File: config.mk
export PLATFORM = sky130hd
export DESIGN_NAME = bilevel_byte_rle_encoder_top
export DESIGN_NICKNAME = d
export VERILOG_FILES = /design/src/hdl/bre_pkg.sv /design/src/hdl/bre_front.sv /design/src/hdl/bre_queue.sv /design/src/hdl/bre_back.sv /design/src/hdl/bilevel_byte_rle_encoder_top.sv
export SDC_FILE = /design/constraint.sdc
export NUM_CORES = 1
export LEC_CHECK = 0
export ABC_AREA = 1
export BUFFER_PORTS_ARGS = -buffer_cell sky130_fd_sc_hd__buf_2
export CAP_MARGIN = 10
export CORE_MARGIN = 8
export CORE_UTILIZATION = 38
export CTS_BUF_LIST = sky130_fd_sc_hd__clkbuf_8
export DETAILED_ROUTE_END_ITERATION = 10
export PLACE_DENSITY = 0.61
export SYNTH_ARGS = -nofsm -noshare
export SYNTH_HDL_FRONTEND = slang
export SYNTH_SLANG_ARGS = --single-unit
export TNS_END_PERCENT = 30
File: constraint.sdc
create_clock -name clock -period 14.2 [get_ports clock]
set_input_delay 2.84 -clock clock [delete_from_list [all_inputs] [get_ports clock]]
set_output_delay 2.84 -clock clock [all_outputs]
set_load 0.1 [all_outputs]
File: src/hdl/bre_pkg.sv
// ----------------------------------------------------------------------------
// Bilevel byte run-length encoder: shared definitions
// Widths, code constants and the packet type that travels from the front
// part, through the queue, to the back part.
// ----------------------------------------------------------------------------
package bre_pkg;

   // Field widths.
   localparam int CODE_W = 8;
   localparam int LEN_W  = 12;

   // Marker bytes and count limits.
   localparam logic [CODE_W-1:0] MARK_ZEROS = 8'h00;
   localparam logic [CODE_W-1:0] MARK_ONES  = 8'hFF;
   localparam logic [CODE_W-1:0] COUNT_MAX  = 8'hFF;
   localparam logic [LEN_W-1:0]  LEN_MAX    = 12'hFFF;
   localparam logic [LEN_W-1:0]  HDR_LIMIT  = 12'd255;

   // Largest number of code words that one pixel byte can cause.
   localparam int MAX_CODES = 4;
   localparam int SLOT_W    = $clog2(MAX_CODES);

   // Default depth of the queue between front and back.
   localparam int QUEUE_DEPTH_DEF = 4;

   // One classified pixel byte: its code words and row information.
   typedef struct packed {
      logic [MAX_CODES-1:0][CODE_W-1:0] code;
      logic [SLOT_W-1:0]                last_idx;
      logic                             row_end;
      logic [LEN_W-1:0]                 row_length;
      logic                             overflow;
   } pkt_type;

endpackage

File: src/hdl/bre_front.sv
// ----------------------------------------------------------------------------
// Bilevel byte run-length encoder: front part
// Accepts pixel bytes, tracks the open run and the row's payload length,
// and pushes the code words each byte causes into the queue.
// ----------------------------------------------------------------------------
module bre_front (
   input  logic                            clock,
   input  logic                            reset,
   input  logic                            req_valid,
   output logic                            req_stall,
   input  logic [bre_pkg::CODE_W-1:0]      req_pixel_byte,
   input  logic                            req_row_end,
   input  logic                            q_full,
   output logic                            q_push,
   output bre_pkg::pkt_type                q_data
);
   import bre_pkg::*;

   typedef enum logic [1:0] {
      KIND_LIT   = 2'd0,
      KIND_ONES  = 2'd1,
      KIND_ZEROS = 2'd2
   } kind_type;

   kind_type                          kind_ff, kind_in;
   logic [CODE_W-1:0]                 count_ff, count_in;
   logic [LEN_W-1:0]                  pay_ff, pay_in;

   logic                              accept;
   logic                              is_zero, is_ones, is_run;
   kind_type                          byte_kind;
   logic [CODE_W-1:0]                 byte_mark;
   logic [MAX_CODES-1:0][CODE_W-1:0]  code_v;
   logic [SLOT_W:0]                   n_v;
   kind_type                          kind_v;
   logic [CODE_W-1:0]                 count_v;
   logic [LEN_W:0]                    sum_v;
   logic [LEN_W-1:0]                  len_v;

   // The queue is the only source of back-pressure.
   assign req_stall = q_full;
   assign accept    = req_valid && !q_full;

   // Classify the incoming byte.
   assign is_zero   = (req_pixel_byte == MARK_ZEROS);
   assign is_ones   = (req_pixel_byte == MARK_ONES);
   assign is_run    = is_zero || is_ones;
   assign byte_kind = is_zero ? KIND_ZEROS : KIND_ONES;
   assign byte_mark = is_zero ? MARK_ZEROS : MARK_ONES;

   // Work out the code words for this byte and the next run state.
   always_comb begin
      code_v  = '0;
      n_v     = '0;
      kind_v  = kind_ff;
      count_v = count_ff;
      if (is_run) begin
         if (kind_ff == byte_kind) begin
            if (count_ff == COUNT_MAX) begin
               // A full run is closed and a new one opened with this byte.
               code_v[n_v[SLOT_W-1:0]] = byte_mark;
               n_v                     = n_v + 1'b1;
               code_v[n_v[SLOT_W-1:0]] = COUNT_MAX;
               n_v                     = n_v + 1'b1;
               count_v                 = 8'd1;
            end else begin
               count_v = count_ff + 8'd1;
            end
         end else begin
            if (kind_ff == KIND_ONES || kind_ff == KIND_ZEROS) begin
               code_v[n_v[SLOT_W-1:0]] = (kind_ff == KIND_ZEROS) ? MARK_ZEROS : MARK_ONES;
               n_v                     = n_v + 1'b1;
               code_v[n_v[SLOT_W-1:0]] = count_ff;
               n_v                     = n_v + 1'b1;
            end
            count_v = 8'd1;
         end
         kind_v = byte_kind;
      end else begin
         // Literal byte: close any open run, then pass the byte through.
         if (kind_ff == KIND_ONES || kind_ff == KIND_ZEROS) begin
            code_v[n_v[SLOT_W-1:0]] = (kind_ff == KIND_ZEROS) ? MARK_ZEROS : MARK_ONES;
            n_v                     = n_v + 1'b1;
            code_v[n_v[SLOT_W-1:0]] = count_ff;
            n_v                     = n_v + 1'b1;
         end
         code_v[n_v[SLOT_W-1:0]] = req_pixel_byte;
         n_v                     = n_v + 1'b1;
         count_v                 = '0;
         kind_v                  = KIND_LIT;
      end
      // At row end the run left open is flushed as well.
      if (req_row_end && (kind_v == KIND_ONES || kind_v == KIND_ZEROS)) begin
         code_v[n_v[SLOT_W-1:0]] = (kind_v == KIND_ZEROS) ? MARK_ZEROS : MARK_ONES;
         n_v                     = n_v + 1'b1;
         code_v[n_v[SLOT_W-1:0]] = count_v;
         n_v                     = n_v + 1'b1;
      end
   end

   // Payload length of the row so far, held at its largest value.
   assign sum_v = {1'b0, pay_ff} + (LEN_W+1)'(n_v);
   assign len_v = (sum_v > {1'b0, LEN_MAX}) ? LEN_MAX : sum_v[LEN_W-1:0];

   // Next state: a row end returns to an empty ones run.
   always_comb begin
      if (req_row_end) begin
         kind_in  = KIND_ONES;
         count_in = '0;
         pay_in   = '0;
      end else begin
         kind_in  = kind_v;
         count_in = count_v;
         pay_in   = len_v;
      end
   end

   // Queue entry; bytes that only extend a run produce none.
   assign q_push              = accept && (n_v != '0);
   assign q_data.code         = code_v;
   assign q_data.last_idx     = SLOT_W'(n_v - 1'b1);
   assign q_data.row_end      = req_row_end;
   assign q_data.row_length   = len_v;
   assign q_data.overflow     = (len_v > HDR_LIMIT);

   // Run state registers.
   always_ff @(posedge clock) begin
      if (reset) begin
         kind_ff  <= KIND_ONES;
         count_ff <= '0;
         pay_ff   <= '0;
      end else if (accept) begin
         kind_ff  <= kind_in;
         count_ff <= count_in;
         pay_ff   <= pay_in;
      end
   end

endmodule

File: src/hdl/bre_queue.sv
// ----------------------------------------------------------------------------
// Bilevel byte run-length encoder: packet queue
// A short first-in first-out queue in flip-flops that decouples the front
// part from the back part.
// ----------------------------------------------------------------------------
module bre_queue #(
   parameter int DEPTH = bre_pkg::QUEUE_DEPTH_DEF
) (
   input  logic             clock,
   input  logic             reset,
   input  logic             push,
   input  bre_pkg::pkt_type push_data,
   output logic             full,
   input  logic             pop,
   output bre_pkg::pkt_type head_data,
   output logic             empty
);
   import bre_pkg::*;

   localparam int PTR_W = $clog2(DEPTH);
   localparam int CNT_W = $clog2(DEPTH + 1);

   pkt_type          entry_ff [DEPTH];
   logic [PTR_W-1:0] wr_ptr_ff, wr_ptr_in;
   logic [PTR_W-1:0] rd_ptr_ff, rd_ptr_in;
   logic [CNT_W-1:0] fill_ff, fill_in;
   logic             do_push, do_pop;

   assign full      = (fill_ff == CNT_W'(DEPTH));
   assign empty     = (fill_ff == '0);
   assign do_push   = push && !full;
   assign do_pop    = pop && !empty;
   assign head_data = entry_ff[rd_ptr_ff];

   // Pointer and fill level updates, with wrap at the queue depth.
   always_comb begin
      wr_ptr_in = wr_ptr_ff;
      rd_ptr_in = rd_ptr_ff;
      fill_in   = fill_ff;
      if (do_push) begin
         wr_ptr_in = (wr_ptr_ff == PTR_W'(DEPTH - 1)) ? '0 : wr_ptr_ff + 1'b1;
      end
      if (do_pop) begin
         rd_ptr_in = (rd_ptr_ff == PTR_W'(DEPTH - 1)) ? '0 : rd_ptr_ff + 1'b1;
      end
      if (do_push && !do_pop) begin
         fill_in = fill_ff + 1'b1;
      end else if (do_pop && !do_push) begin
         fill_in = fill_ff - 1'b1;
      end
   end

   // Control registers.
   always_ff @(posedge clock) begin
      if (reset) begin
         wr_ptr_ff <= '0;
         rd_ptr_ff <= '0;
         fill_ff   <= '0;
      end else begin
         wr_ptr_ff <= wr_ptr_in;
         rd_ptr_ff <= rd_ptr_in;
         fill_ff   <= fill_in;
      end
   end

   // Entry storage.
   always_ff @(posedge clock) begin
      if (do_push) begin
         entry_ff[wr_ptr_ff] <= push_data;
      end
   end

endmodule

File: src/hdl/bre_back.sv
// ----------------------------------------------------------------------------
// Bilevel byte run-length encoder: back part
// Takes packets from the queue and sends their code words out one word
// per cycle while the port is not stalled, through a registered result port.
// ----------------------------------------------------------------------------
module bre_back (
   input  logic                       clock,
   input  logic                       reset,
   input  bre_pkg::pkt_type           head_data,
   input  logic                       q_empty,
   output logic                       q_pop,
   output logic                       rsp_valid,
   input  logic                       rsp_stall,
   output logic [bre_pkg::CODE_W-1:0] rsp_code_byte,
   output logic                       rsp_item_last,
   output logic                       rsp_row_done,
   output logic [bre_pkg::LEN_W-1:0]  rsp_row_length,
   output logic                       rsp_length_overflow
);
   import bre_pkg::*;

   logic [SLOT_W-1:0] slot_ff, slot_in;
   logic              valid_ff, valid_in;
   logic [CODE_W-1:0] code_ff;
   logic              last_ff, done_ff, ovf_ff;
   logic [LEN_W-1:0]  len_ff;
   logic              load, fin, done;

   // The output register loads from a non-empty queue when it is empty or being drained.
   assign load = !q_empty && (!valid_ff || !rsp_stall);
   assign fin  = (slot_ff == head_data.last_idx);
   assign done = fin && head_data.row_end;

   assign q_pop = load && fin;

   always_comb begin
      slot_in  = slot_ff;
      valid_in = valid_ff;
      if (load) begin
         slot_in  = fin ? '0 : slot_ff + 1'b1;
         valid_in = 1'b1;
      end else if (!rsp_stall) begin
         valid_in = 1'b0;
      end
   end

   // Control registers.
   always_ff @(posedge clock) begin
      if (reset) begin
         slot_ff  <= '0;
         valid_ff <= 1'b0;
      end else begin
         slot_ff  <= slot_in;
         valid_ff <= valid_in;
      end
   end

   // Result word register.
   always_ff @(posedge clock) begin
      if (load) begin
         code_ff <= head_data.code[slot_ff];
         last_ff <= fin;
         done_ff <= done;
         len_ff  <= done ? head_data.row_length : '0;
         ovf_ff  <= done && head_data.overflow;
      end
   end

   assign rsp_valid           = valid_ff;
   assign rsp_code_byte       = code_ff;
   assign rsp_item_last       = last_ff;
   assign rsp_row_done        = done_ff;
   assign rsp_row_length      = len_ff;
   assign rsp_length_overflow = ovf_ff;

endmodule

File: src/hdl/bilevel_byte_rle_encoder_top.sv
// The first code word of a byte passes through the packet queue and then the result register.
// Throughput: one pixel byte per cycle while bytes cause at most one code word and the
// result port is not stalled; the result port sends one word per cycle unless stalled.
// The packet queue (QUEUE_DEPTH entries) absorbs bursts before req_stall rises.
// Reset (synchronous): empty ones run, zero run and payload counts, queue and output
// register empty.
// ----------------------------------------------------------------------------
// Bilevel byte run-length encoder: top level
// Front part classifies pixel bytes, a queue holds the packets, and the
// back part sends out the code words.
// ----------------------------------------------------------------------------
module bilevel_byte_rle_encoder_top #(
   parameter int QUEUE_DEPTH = bre_pkg::QUEUE_DEPTH_DEF
) (
   input  logic                       clock,
   input  logic                       reset,
   input  logic                       req_valid,
   output logic                       req_stall,
   input  logic [bre_pkg::CODE_W-1:0] req_pixel_byte,
   input  logic                       req_row_end,
   output logic                       rsp_valid,
   input  logic                       rsp_stall,
   output logic [bre_pkg::CODE_W-1:0] rsp_code_byte,
   output logic                       rsp_item_last,
   output logic                       rsp_row_done,
   output logic [bre_pkg::LEN_W-1:0]  rsp_row_length,
   output logic                       rsp_length_overflow
);
   import bre_pkg::*;

   pkt_type push_data, head_data;
   logic    push, full, pop, empty;

   // Front part: run tracking and code word generation.
   bre_front u_front (
      .clock          (clock),
      .reset          (reset),
      .req_valid      (req_valid),
      .req_stall      (req_stall),
      .req_pixel_byte (req_pixel_byte),
      .req_row_end    (req_row_end),
      .q_full         (full),
      .q_push         (push),
      .q_data         (push_data)
   );

   // Packet queue between the two parts.
   bre_queue #(
      .DEPTH (QUEUE_DEPTH)
   ) u_queue (
      .clock     (clock),
      .reset     (reset),
      .push      (push),
      .push_data (push_data),
      .full      (full),
      .pop       (pop),
      .head_data (head_data),
      .empty     (empty)
   );

   // Back part: one code word per cycle to the result port while it is not stalled.
   bre_back u_back (
      .clock               (clock),
      .reset               (reset),
      .head_data           (head_data),
      .q_empty             (empty),
      .q_pop               (pop),
      .rsp_valid           (rsp_valid),
      .rsp_stall           (rsp_stall),
      .rsp_code_byte       (rsp_code_byte),
      .rsp_item_last       (rsp_item_last),
      .rsp_row_done        (rsp_row_done),
      .rsp_row_length      (rsp_row_length),
      .rsp_length_overflow (rsp_length_overflow)
   );

endmodule

==> out/qor.yml, run 1 <==
finish:
  syn2layout_area_growth_pct: 13.65
  nFillCells: 2713
  layout-drive-gt1-share: 0.1472
  multi_input_area_um2: 3351
  seq_area_um2: 7138
  final_nets: 1091
logic_synthesis:
  netlist_instances: 991
  yosysTopAreaCellShare: 0.5949
  synth_flop_cell: "edfxtp_1"
  yosysUniqueCellTypes: 44
  syn_avg_cell_area_um2: 10.95
  ys_top_cells_by_area: "edfxtp_1, dfxtp_1, nor2_1"
  ys_warn_count: 0
  synth_edf_count: 215
  yosys-top-cells-count: "edfxtp_1, nor2_1, o21ai_0"
  async_reset_ff_frac: 0
  ys_seq_elements: 249
  synth_area_leader_cell: "edfxtp_1"
  seq_area_frac_synth: 0.6576
  synth.most_common_cell: "edfxtp_1"
  netlist_area_um2: 10850
floorplanning:
  num_rows: 62
  ioPinCount: 38
  initial_core_util: 0.3822
  design.core.area_um2: 28390
  fp.dieH_um: 185.0
  die_x_um: 185.0
  floorplan.die_area_um2: 34220
cts:
  root_buffer: "clkbuf_8"
  htree_levels: 2
  cts.sinks: 249
  postCtsHoldBufs: 0
  cts_tree: "built"
  ctsResizeCount: 0
  clock_latency_ps: 530
  cts.path.max_buffers: 3
  numCtsBuffers: 42
  clk_pin_slew_ps: 60
  post_cts_buffers: 0
global_routing:
  grt_start_max_net_pins: 89
  grt-ovfl-total: 0
  antenna_found_initial: 4
  grt_pass1_vias: 7102
  grt_first_pass_wirelength_mm: 39.47
  grtUsageTotal: 0.1477
job:
  maxCapViolCount: 0
setup_path:
  cp_slowest_cell: "fa_1"
  critPathMaxFanout: 15
  crit_type: "in2reg"
  critPathBufInv: 3
  reg2reg_depth: 19
  crit_path_start_kind: "primary input"
  required_ps: 14620
  cp_slowest_stage_delay_ps: 390
  path_cells: "buf_2, nand2_1, nor2_1, nand2_1, nand2_2, nand3_1, nand3_2, nand2_1, ha_1, nand2_2, nand2_2, inv_1, ha_1, inv_1, fa_1, a21oi_1, o21ai_0, o21ai_0, a21oi_1"
  cpLargestDelayFamily: "simple AND/OR/NAND/NOR gates"
  arrival_ps: 5860
  endpoint_kind: "register"
  cp.depth: 19
placement:
  gp_congestion: 0.8426
  dp.final_hpwl_mm: 14.87
  io_buffers: 37
  pre_cts_ws_ps: 8193
timing:
  holdWs_ps: 475.2
  fin_crit_sh: 0.3831
  fin_setup_tns_ps: 0
  finalClockSkew_ps: 12.20
  fmax_mhz: 183.8
  setup_viol: 0
  fin_ws_ps: 8760
  worst_pin_slew_ps: 986.0
  hold_violations: 0
  rsz0062_at_grt: "false"
  drv_slew: 0
  fin_crit_ps: 5440
  max-slew-margin-rel: 0.3420
worst_hold_path:
  min_path_type: "reg2reg"
  worst_hold_path.num_cells: 2
route:
  routedWlPerCell_um: 16.92
  finalWirelength_mm: 25.03
  dr.first_iter.drc_count: 554
  firstDrtPassIters: 5
  drc: 0
  vias: 7467
  detail-route-antenna-nets: 0
  viasPerCell: 5.049
power_and_ir_drop:
  ir_worst_vdd_mv: 0.08887
  p_per_area_nw_per_um2: 193.4
  leakagePower_nw: 4.627
outcome:
  status: "complete, no violations"
==> layer usage <==
layer | vias to the layer above | wire length (µm) | GRT usage | part of all wire
met5 | - | 37 | 0 | 0.0015
met4 | 6 | 626 | 0.04930 | 0.025
met3 | 60 | 1252 | 0.03158 | 0.050
li1 | 3610 | - | - | -
met2 | 161 | 11570 | 0.2373 | 0.46
met1 | 3630 | 11550 | 0.1966 | 0.46
==> layout by cell type (no fill, tap or decap), types with 7 or more instances in the layout <==
cell type,instances
edfxtp_1,215
nor2_1,173
o21ai_0,125
nand2_1,124
inv_1,73
clkbuf_8,44
a21oi_1,40
nand3_1,37
buf_2,37
dfxtp_1,33
conb_1,28
o221ai_1,24
clkinv_1,12
ha_1,11
buf_4,11
nand2_2,9
o22ai_1,9
o211ai_1,9
clkinv_2,8
nand3_2,7
inv_2,7
nor2_4,7
==> registers in the layout, summed over array words and instances (netlist names), 2 cells and up, named ones only <==
name and count:
u_queue.rd_ptr_ff 2, u_back.slot_ff 2, u_front.count_ff 8, u_queue.entry_ff 192
u_queue.fill_ff 3, u_front.pay_ff 12, u_back.rsp_row_length 12, u_queue.wr_ptr_ff 2
u_front.kind_ff 2, u_back.rsp_code_byte 8
==> report_power, final <==
group | switching (mW) | internal, mW
registers | 0.0482 | 0.943
logic | 0.626 | 0.150
clock network | 0.277 | 0.341
total | 0.951 | 1.43
==> path summary, 6_finish.rpt <==
path	start	endpoint	slack, ps
hold reg to reg	u_front.pay_ff[2]	u_front.pay_ff[2]	480
setup / recovery	req_pixel_byte[4]	u_queue.fill_ff[2]	8760
setup reg to reg	u_front.count_ff[0]	u_queue.fill_ff[2]	10710
hold / removal	u_front.pay_ff[2]	u_front.pay_ff[2]	480
==> cell families (layout without fill, tap and decap cells) <==
| group | after synthesis | count (layout) | share of synthesized area |
|---|---|---|---|
| AOI/OAI and AO/OA | 222 | 222 | 0.1196 |
| xor gates and xnor gates | 2 | 2 | 0.001614 |
| adders and majority gates | 13 | 13 | 0.01637 |
| buffers and inverters | 121 | 197 | 0.04600 |
| DFF | 249 | 249 | 0.6576 |
| other | 1 | 29 | 0.0003455 |
| and+or+nand+nor | 383 | 383 | 0.1585 |
==> layout make-up <==
| type | instances | area share |
|---|---|---|
| antenna | 1 | 0.0002029 |
| clock buffer | 44 | 0.04910 |
| clock inverter | 29 | 0.01633 |
| inverter | 76 | 0.02333 |
| multi-input combinational | 648 | 0.2717 |
| sequential | 249 | 0.5787 |
| tap | 384 | 0.03895 |
| timing repair buffer | 48 | 0.02171 |
==> per-stage QoR <==
step / area (µm²) / utilization / std cells / total power [mW]
2_1_floorplan: 10950 / - / 1018 / 1.599
3_3_place_gp: 11520 / 0.4059 / 1405 / 1.788
3_5_place_dp: 11520 / 0.4059 / 1405 / 1.793
4_1_cts: 12330 / 0.4343 / 1478 / 2.417
5_1_grt: 12330 / 0.4344 / 1479 / 2.514
6_report: 12330 / 0.4344 / 1479 / 2.385
==> worst reg2reg max path, cell delays in order (launching register included) <==
cell,delay (ps)
dfxtp_1,470
ha_1,260
nand4_2,160
nor2_2,150
nand3_2,180
clkinv_1,120
nand3_1,110
nand3_2,160
nand2_1,140
ha_1,220
nand2_2,130
nand2_2,170
inv_1,100
ha_1,130
inv_1,70
fa_1,390
a21oi_1,140
o21ai_0,110
o21ai_0,150
a21oi_1,50
Power figures use the tool's default switching activity.
==> run 2, diff against run 1 <==
clock period = 5.1 ns   (was 14.2 ns; I/O delays follow)
==> run 2 against run 1 <==
  * Via count is 0.48% lower
  * Non-clock buffer count is 1 higher
  * Highest routed layer unchanged
  * Die area stayed put
  * Count of clock-buffer cells in the layout stayed put
  * Worst hold slack worse by 2.7 ps
  * Power grew to 2.7 times the previous value
  * Register-to-register slack worse by 9100 ps
  * Critical endpoint unchanged
  * Sequential power grew to 2.8 times the previous value
  * Worst setup slack worse by 7300 ps
  * Clock skew is 21 ps higher
  * Combinational power grew to 2.8 times the previous value
  * Sequential share of layout area is 0.12 points higher
==> out/qor.yml, run 2 (synthesis gave the netlist of run 1 again) <==
outcome:
  status: "complete, no violations"  # unchanged
setup_path:
  crit_path_start_kind: "primary input"  # unchanged
  crit_type: "in2reg"  # unchanged
  arrival_ps: 4060  # was 5860 ps
  required_ps: 5510  # was 14620 ps
  endpoint_kind: "register"  # unchanged
  critPathMaxFanout: 15  # unchanged
power_and_ir_drop:
  p_sw_mw: 2.661  # was 0.9513 mW
  p_int_mw: 3.852  # was 1.434 mW
  power_frac_seq: 0.423  # was 0.415
  clock_power_share: 0.241  # was 0.259
  ir_worst_vdd_mv: 0.2592  # was 0.08887 mV
  p_per_area_nw_per_um2: 529.1  # was 193.4 nW/µm²
  combPwrFrac: 0.336  # was 0.325
  switching_share: 0.4086  # was 0.3988
  leakagePower_nw: 4.624  # was 4.627 nW
global_routing:
  grt-ovfl-total: 0  # unchanged
  grt_pass1_vias: 7110  # was 7102
  grt_start_max_net_pins: 69  # was 89
  antenna_found_initial: 2  # was 4
  grt_first_pass_wirelength_mm: 39.20  # was 39.47 mm
  grtUsageTotal: 0.1474  # was 0.1477
placement:
  gp_congestion: 0.8153  # was 0.8426
  dpl-instance-area_um2: 11570  # was 11520 µm²
  pre_cts_ws_ps: 900.8  # was 8193 ps
  io_buffers: 37  # unchanged
  place_inst: 1406  # was 1405
  dp.final_hpwl_mm: 15.18  # was 14.87 mm
timing:
  fin_crit_ps: 3651
  worst_pin_slew_ps: 732.4  # was 986.0 ps
  fin_ws_ps: 1449  # was 8760 ps
  fin_setup_tns_ps: 0  # unchanged
  fmax_mhz: 273.9
  rsz0062_at_grt: "false"  # unchanged
  finalClockSkew_ps: 33.23  # was 12.20 ps
  max-slew-margin-rel: 0.5112  # was 0.3420
  setup_viol: 0  # unchanged
  hold_violations: 0  # unchanged
  drv_slew: 0  # unchanged
  fin_crit_sh: 0.7158
job:
  maxCapViolCount: 0  # unchanged
floorplanning:
  ioPinCount: 38  # unchanged
  die_x_um: 185.0  # unchanged
  fp.dieH_um: 185.0  # unchanged
  floorplan.die_area_um2: 34220  # unchanged
  initial_core_util: 0.3822  # unchanged
  design.core.area_um2: 28390  # unchanged
  num_rows: 62  # unchanged
finish:
  top_register: "u_queue.entry_ff"  # unchanged
  final_common_cell: "edfxtp_1"  # unchanged
  largest_reg_flops: 192  # unchanged
  instances_no_fill: 1482  # was 1479
  final_nets: 1092  # was 1091
  layout-drive-gt1-share: 0.1421  # was 0.1472
  final_cell_mix: "edfxtp_1, nor2_1, o21ai_0"  # unchanged
  antennaDiodeCount: 0  # was 1
  utilization: 0.4335  # was 0.4344
  syn2layout_area_growth_pct: 13.42  # was 13.65%
  stdcell_area_um2: 12310  # was 12330 µm²
cts:
  clk_pin_slew_ps: 60  # about the same
  root_buffer: "clkbuf_8"  # unchanged
  numCtsBuffers: 42  # unchanged
  cts.path.max_buffers: 3  # unchanged
  ctsResizeCount: 0  # unchanged
  postCtsHoldBufs: 0  # unchanged
  cts_tree: "built"  # unchanged
  post_cts_buffers: 0  # unchanged
  htree_levels: 2  # unchanged
  cts.sinks: 249  # unchanged
  clock_latency_ps: 550  # was 530 ps
route:
  viasPerCell: 5.014  # was 5.049
  routedWlPerCell_um: 16.80  # was 16.92 µm
  firstDrtPassIters: 5  # unchanged
  vias: 7431  # was 7467
  finalWirelength_mm: 24.90  # was 25.03 mm
  wl_met3_mm: 1.402  # was 1.252 mm
  detail-route-antenna-nets: 0  # unchanged
  wl_met2_mm: 11.47  # was 11.57 mm
  dr.first_iter.drc_count: 549  # was 554
  wl_met1_mm: 11.31  # was 11.55 mm
  topRoutingLayerUsed: "met5"  # unchanged
  drc: 0  # unchanged
worst_hold_path:
  min_path_type: "reg2reg"  # unchanged
==> run 2: cell types whose count changed in the layout (fill, tap and decap cells not counted), sizes merged <==
cell,delta
inv,+6
diode,-1
clkinvlp,-1
buf,+1
bufinv,-3
clkinv,+1
==> run 2: layout make-up <==
type | count | area, µm²
clock buffers | 44 | 605.6
clock inverters | 32 | 136.4
fillers | 2755 | 16080
inverters | 76 | 287.8
multi-input cells | 648 | 3348
flip-flops and latches | 249 | 7138
well taps | 384 | 480.5
repair buffers | 49 | 312.8
==> run 2: power groups by stage <==
stage / registers (mW) / logic, mW / clock network (mW)
floorplan: 3.45 / 1.00 / 0
global placement: 2.79 / 2.20 / 0
detailed placement: 2.80 / 2.21 / 0
CTS: 2.76 / 2.22 / 1.62
global route: 2.79 / 2.37 / 1.72
finish: 2.75 / 2.19 / 1.57
==> run 2: path summary, 6_finish.rpt <==
path                       start                  to  slack [ps]  depth (start not counted)
min            u_front.pay_ff[2]   u_front.pay_ff[2]         470                          2
min reg2reg    u_front.pay_ff[2]   u_front.pay_ff[2]         470                          2
max            req_pixel_byte[4]  u_queue.fill_ff[2]        1450                         19
max reg2reg  u_front.count_ff[0]  u_queue.fill_ff[2]        1580                         19
==> run 2: per-layer routing <==
layer	vias up	GRT usage
li1	3615	-
met5	-	0
met2	187	0.2364
met4	2	0.05986
met3	44	0.02805
met1	3583	0.1944
==> run 2: through the flow <==
stage / total power, mW / hold WS, ps
floorplan: 4.452 / 449.7
global placement: 4.988 / 463.7
detailed placement: 5.012 / 465.3
CTS: 6.602 / 474.4
global route: 6.875 / 500.5
finish: 6.512 / 472.6
==> run 2: worst max-delay path, cell delays in order <==
cell	delay, ps
buf_2	100
nand2_1	50
nor2_1	250
nand2_1	180
nand2_2	330
nand3_1	190
nand3_2	150
nand2_1	140
ha_1	220
nand2_2	120
nand2_2	160
inv_1	100
ha_1	140
inv_1	60
fa_1	370
a21oi_1	140
o21ai_0	110
o21ai_0	160
a21oi_1	50
==> run 3, diff against run 2 <==
clock period = 3.58 ns   (was 5.1 ns; I/O delays follow)
==> run 3 against run 2 <==
  * Sequential share of layout area decreased by 1.4 points
  * Clock skew shrank 10 ps
  * Die area did not move
  * Cell count increased by 2.0%
  * Combinational power rose by 48%
  * Worst setup slack worse by 1100 ps
  * First-iteration DRC count up 15%
  * Highest routed layer is now met4
==> out/qor.yml, run 3 (synthesis gave the netlist of run 1 again) <==
cts:
  cts.sinks: 249  # unchanged
  clk_pin_slew_ps: 60  # about the same
  post_cts_buffers: 0  # unchanged
  postCtsHoldBufs: 0  # unchanged
  numCtsBuffers: 41  # was 42
  root_buffer: "clkbuf_8"  # unchanged
  clock_latency_ps: 540  # was 550 ps
  cts_tree: "built"  # unchanged
  htree_levels: 2  # unchanged
  cts.path.max_buffers: 3  # unchanged
  ctsResizeCount: 0  # unchanged
route:
  firstDrtPassIters: 5  # unchanged
  viasPerCell: 5.041  # was 5.014
  drc: 0  # unchanged
  routedWlPerCell_um: 17.07  # was 16.80 µm
  detail-route-antenna-nets: 0  # unchanged
  finalWirelength_mm: 25.79  # was 24.90 mm
  vias: 7617  # was 7431
  dr.first_iter.drc_count: 634  # was 549
timing:
  fin_crit_sh: 0.9111
  fin_crit_ps: 3262
  worst_pin_slew_ps: 800.1  # was 732.4 ps
  holdWs_ps: 485.8  # was 472.6 ps
  fin_setup_tns_ps: 0  # unchanged
  rsz0062_at_grt: "false"  # unchanged
  fmax_mhz: 306.6
  fin_ws_ps: 318.1  # was 1449 ps
  setup_viol: 0  # unchanged
  hold_violations: 0  # unchanged
  max-slew-margin-rel: 0.4666  # was 0.5112
  finalClockSkew_ps: 23.12  # was 33.23 ps
  drv_slew: 0  # unchanged
global_routing:
  grt-ovfl-total: 0  # unchanged
  grt_start_max_net_pins: 79  # was 69
  antenna_found_initial: 0  # was 2
  grt_pass1_vias: 7148  # was 7110
  grtUsageTotal: 0.1498  # was 0.1474
  grt_first_pass_wirelength_mm: 39.92  # was 39.20 mm
setup_path:
  arrival_ps: 3640  # was 4060 ps
  crit_path_start_kind: "register"  # was primary input
  required_ps: 3960  # was 5510 ps
  endpoint_kind: "register"  # unchanged
  r2r-start: "u_front.count_ff[0]"  # unchanged
  critPathMaxFanout: 10  # was 15
  crit_start: "u_front.count_ff[0]"  # was req_pixel_byte[4]
  crit_type: "reg2reg"  # was in2reg
floorplanning:
  floorplan.die_area_um2: 34220  # unchanged
  die_x_um: 185.0  # unchanged
  num_rows: 62  # unchanged
  ioPinCount: 38  # unchanged
  fp.dieH_um: 185.0  # unchanged
  initial_core_util: 0.3822  # unchanged
  design.core.area_um2: 28390  # unchanged
worst_hold_path:
  min_path_type: "reg2reg"  # unchanged
  worstHoldStart: "u_front.pay_ff[2]"  # unchanged
power_and_ir_drop:
  leakagePower_nw: 4.801  # was 4.624 nW
  clock_power_share: 0.243  # was 0.241
  power_frac_seq: 0.412  # was 0.423
  combPwrFrac: 0.346  # was 0.336
  finalPower_mw: 9.408  # was 6.512 mW
  ir_worst_vdd_mv: 0.4028  # was 0.2592 mV
  p_int_mw: 5.601  # was 3.852 mW
  p_per_area_nw_per_um2: 746.3  # was 529.1 nW/µm²
  p_sw_mw: 3.807  # was 2.661 mW
  switching_share: 0.4047  # was 0.4086
finish:
  final_nets: 1123  # was 1092
  instances_no_fill: 1511  # was 1482
  top_register: "u_queue.entry_ff"  # unchanged
  largest_reg_flops: 192  # unchanged
  antennaDiodeCount: 0  # unchanged
  layout-drive-gt1-share: 0.1668  # was 0.1421
  syn2layout_area_growth_pct: 16.16  # was 13.42%
  final_common_cell: "edfxtp_1"  # unchanged
  final_cell_mix: "edfxtp_1, nor2_1, o21ai_0"  # unchanged
placement:
  gp_congestion: 0.8660  # was 0.8153
  place_inst: 1438  # was 1406
  dp.final_hpwl_mm: 16.19  # was 15.18 mm
  pre_cts_ws_ps: 99.58  # was 900.8 ps
  io_buffers: 37  # unchanged
outcome:
  status: "complete, no violations"  # unchanged
job:
  maxCapViolCount: 0  # unchanged
run 3: layout make-up:
type,count,area (µm²)
Timing Repair Buffer,81,603.1
Clock inverter,30,157.7
Clock buffer,43,591.8
Tap cell,384,480.5
Inverter,76,287.8
Fill cell,2688,15790
Sequential cell,249,7138
Multi-Input combinational cell,648,3348
run 3: metrics by stage:
step,area [µm²],util
6_report,12610,0.4440
5_1_grt,12610,0.4440
2_1_floorplan,10960,-
4_1_cts,12610,0.4440
3_5_place_dp,11860,0.4176
3_3_place_gp,11860,0.4176
run 3: final timing paths:
check | depth (start not counted) | endpoint | slack [ps]
setup / recovery | 20 | u_queue.entry_ff[1][0] | 320
setup reg to reg | 20 | u_queue.entry_ff[1][0] | 320
hold / removal | 2 | u_front.pay_ff[2] | 490
hold reg to reg | 2 | u_front.pay_ff[2] | 490
run 3: power groups by stage:
stage	combinational (mW)	clock (mW)	sequential, mW
after detailed placement	3.28	0	3.94
final	3.25	2.28	3.87
after global routing	3.51	2.46	3.92
after CTS	3.29	2.34	3.88
after global placement	3.24	0	3.93
after floorplan	1.43	0	4.91
run 3: routing by layer:
| metal | GRT usage | routed length [µm] |
|---|---|---|
| met3 | 0.02844 | 1585 |
| met5 | 0 | 0 |
| met2 | 0.2340 | 11750 |
| met4 | 0.05218 | 580 |
| met1 | 0.2064 | 11870 |
run 3: worst max-delay path: stages (launching register included):
cell      delay [ps]
dfxtp_1          460
ha_1             260
nand4_2          150
nor2_2           150
nand3_2          180
clkinv_1         110
nand3_1          100
nand3_2           90
nand2_1          100
fa_1             390
inv_1             80
nand2_1           60
nand2_1           80
nand2_1           90
inv_2             70
nand3_2           80
nor2_4           150
nand2_4          140
o21ai_2          120
nor2_1            70
nand2_1          120
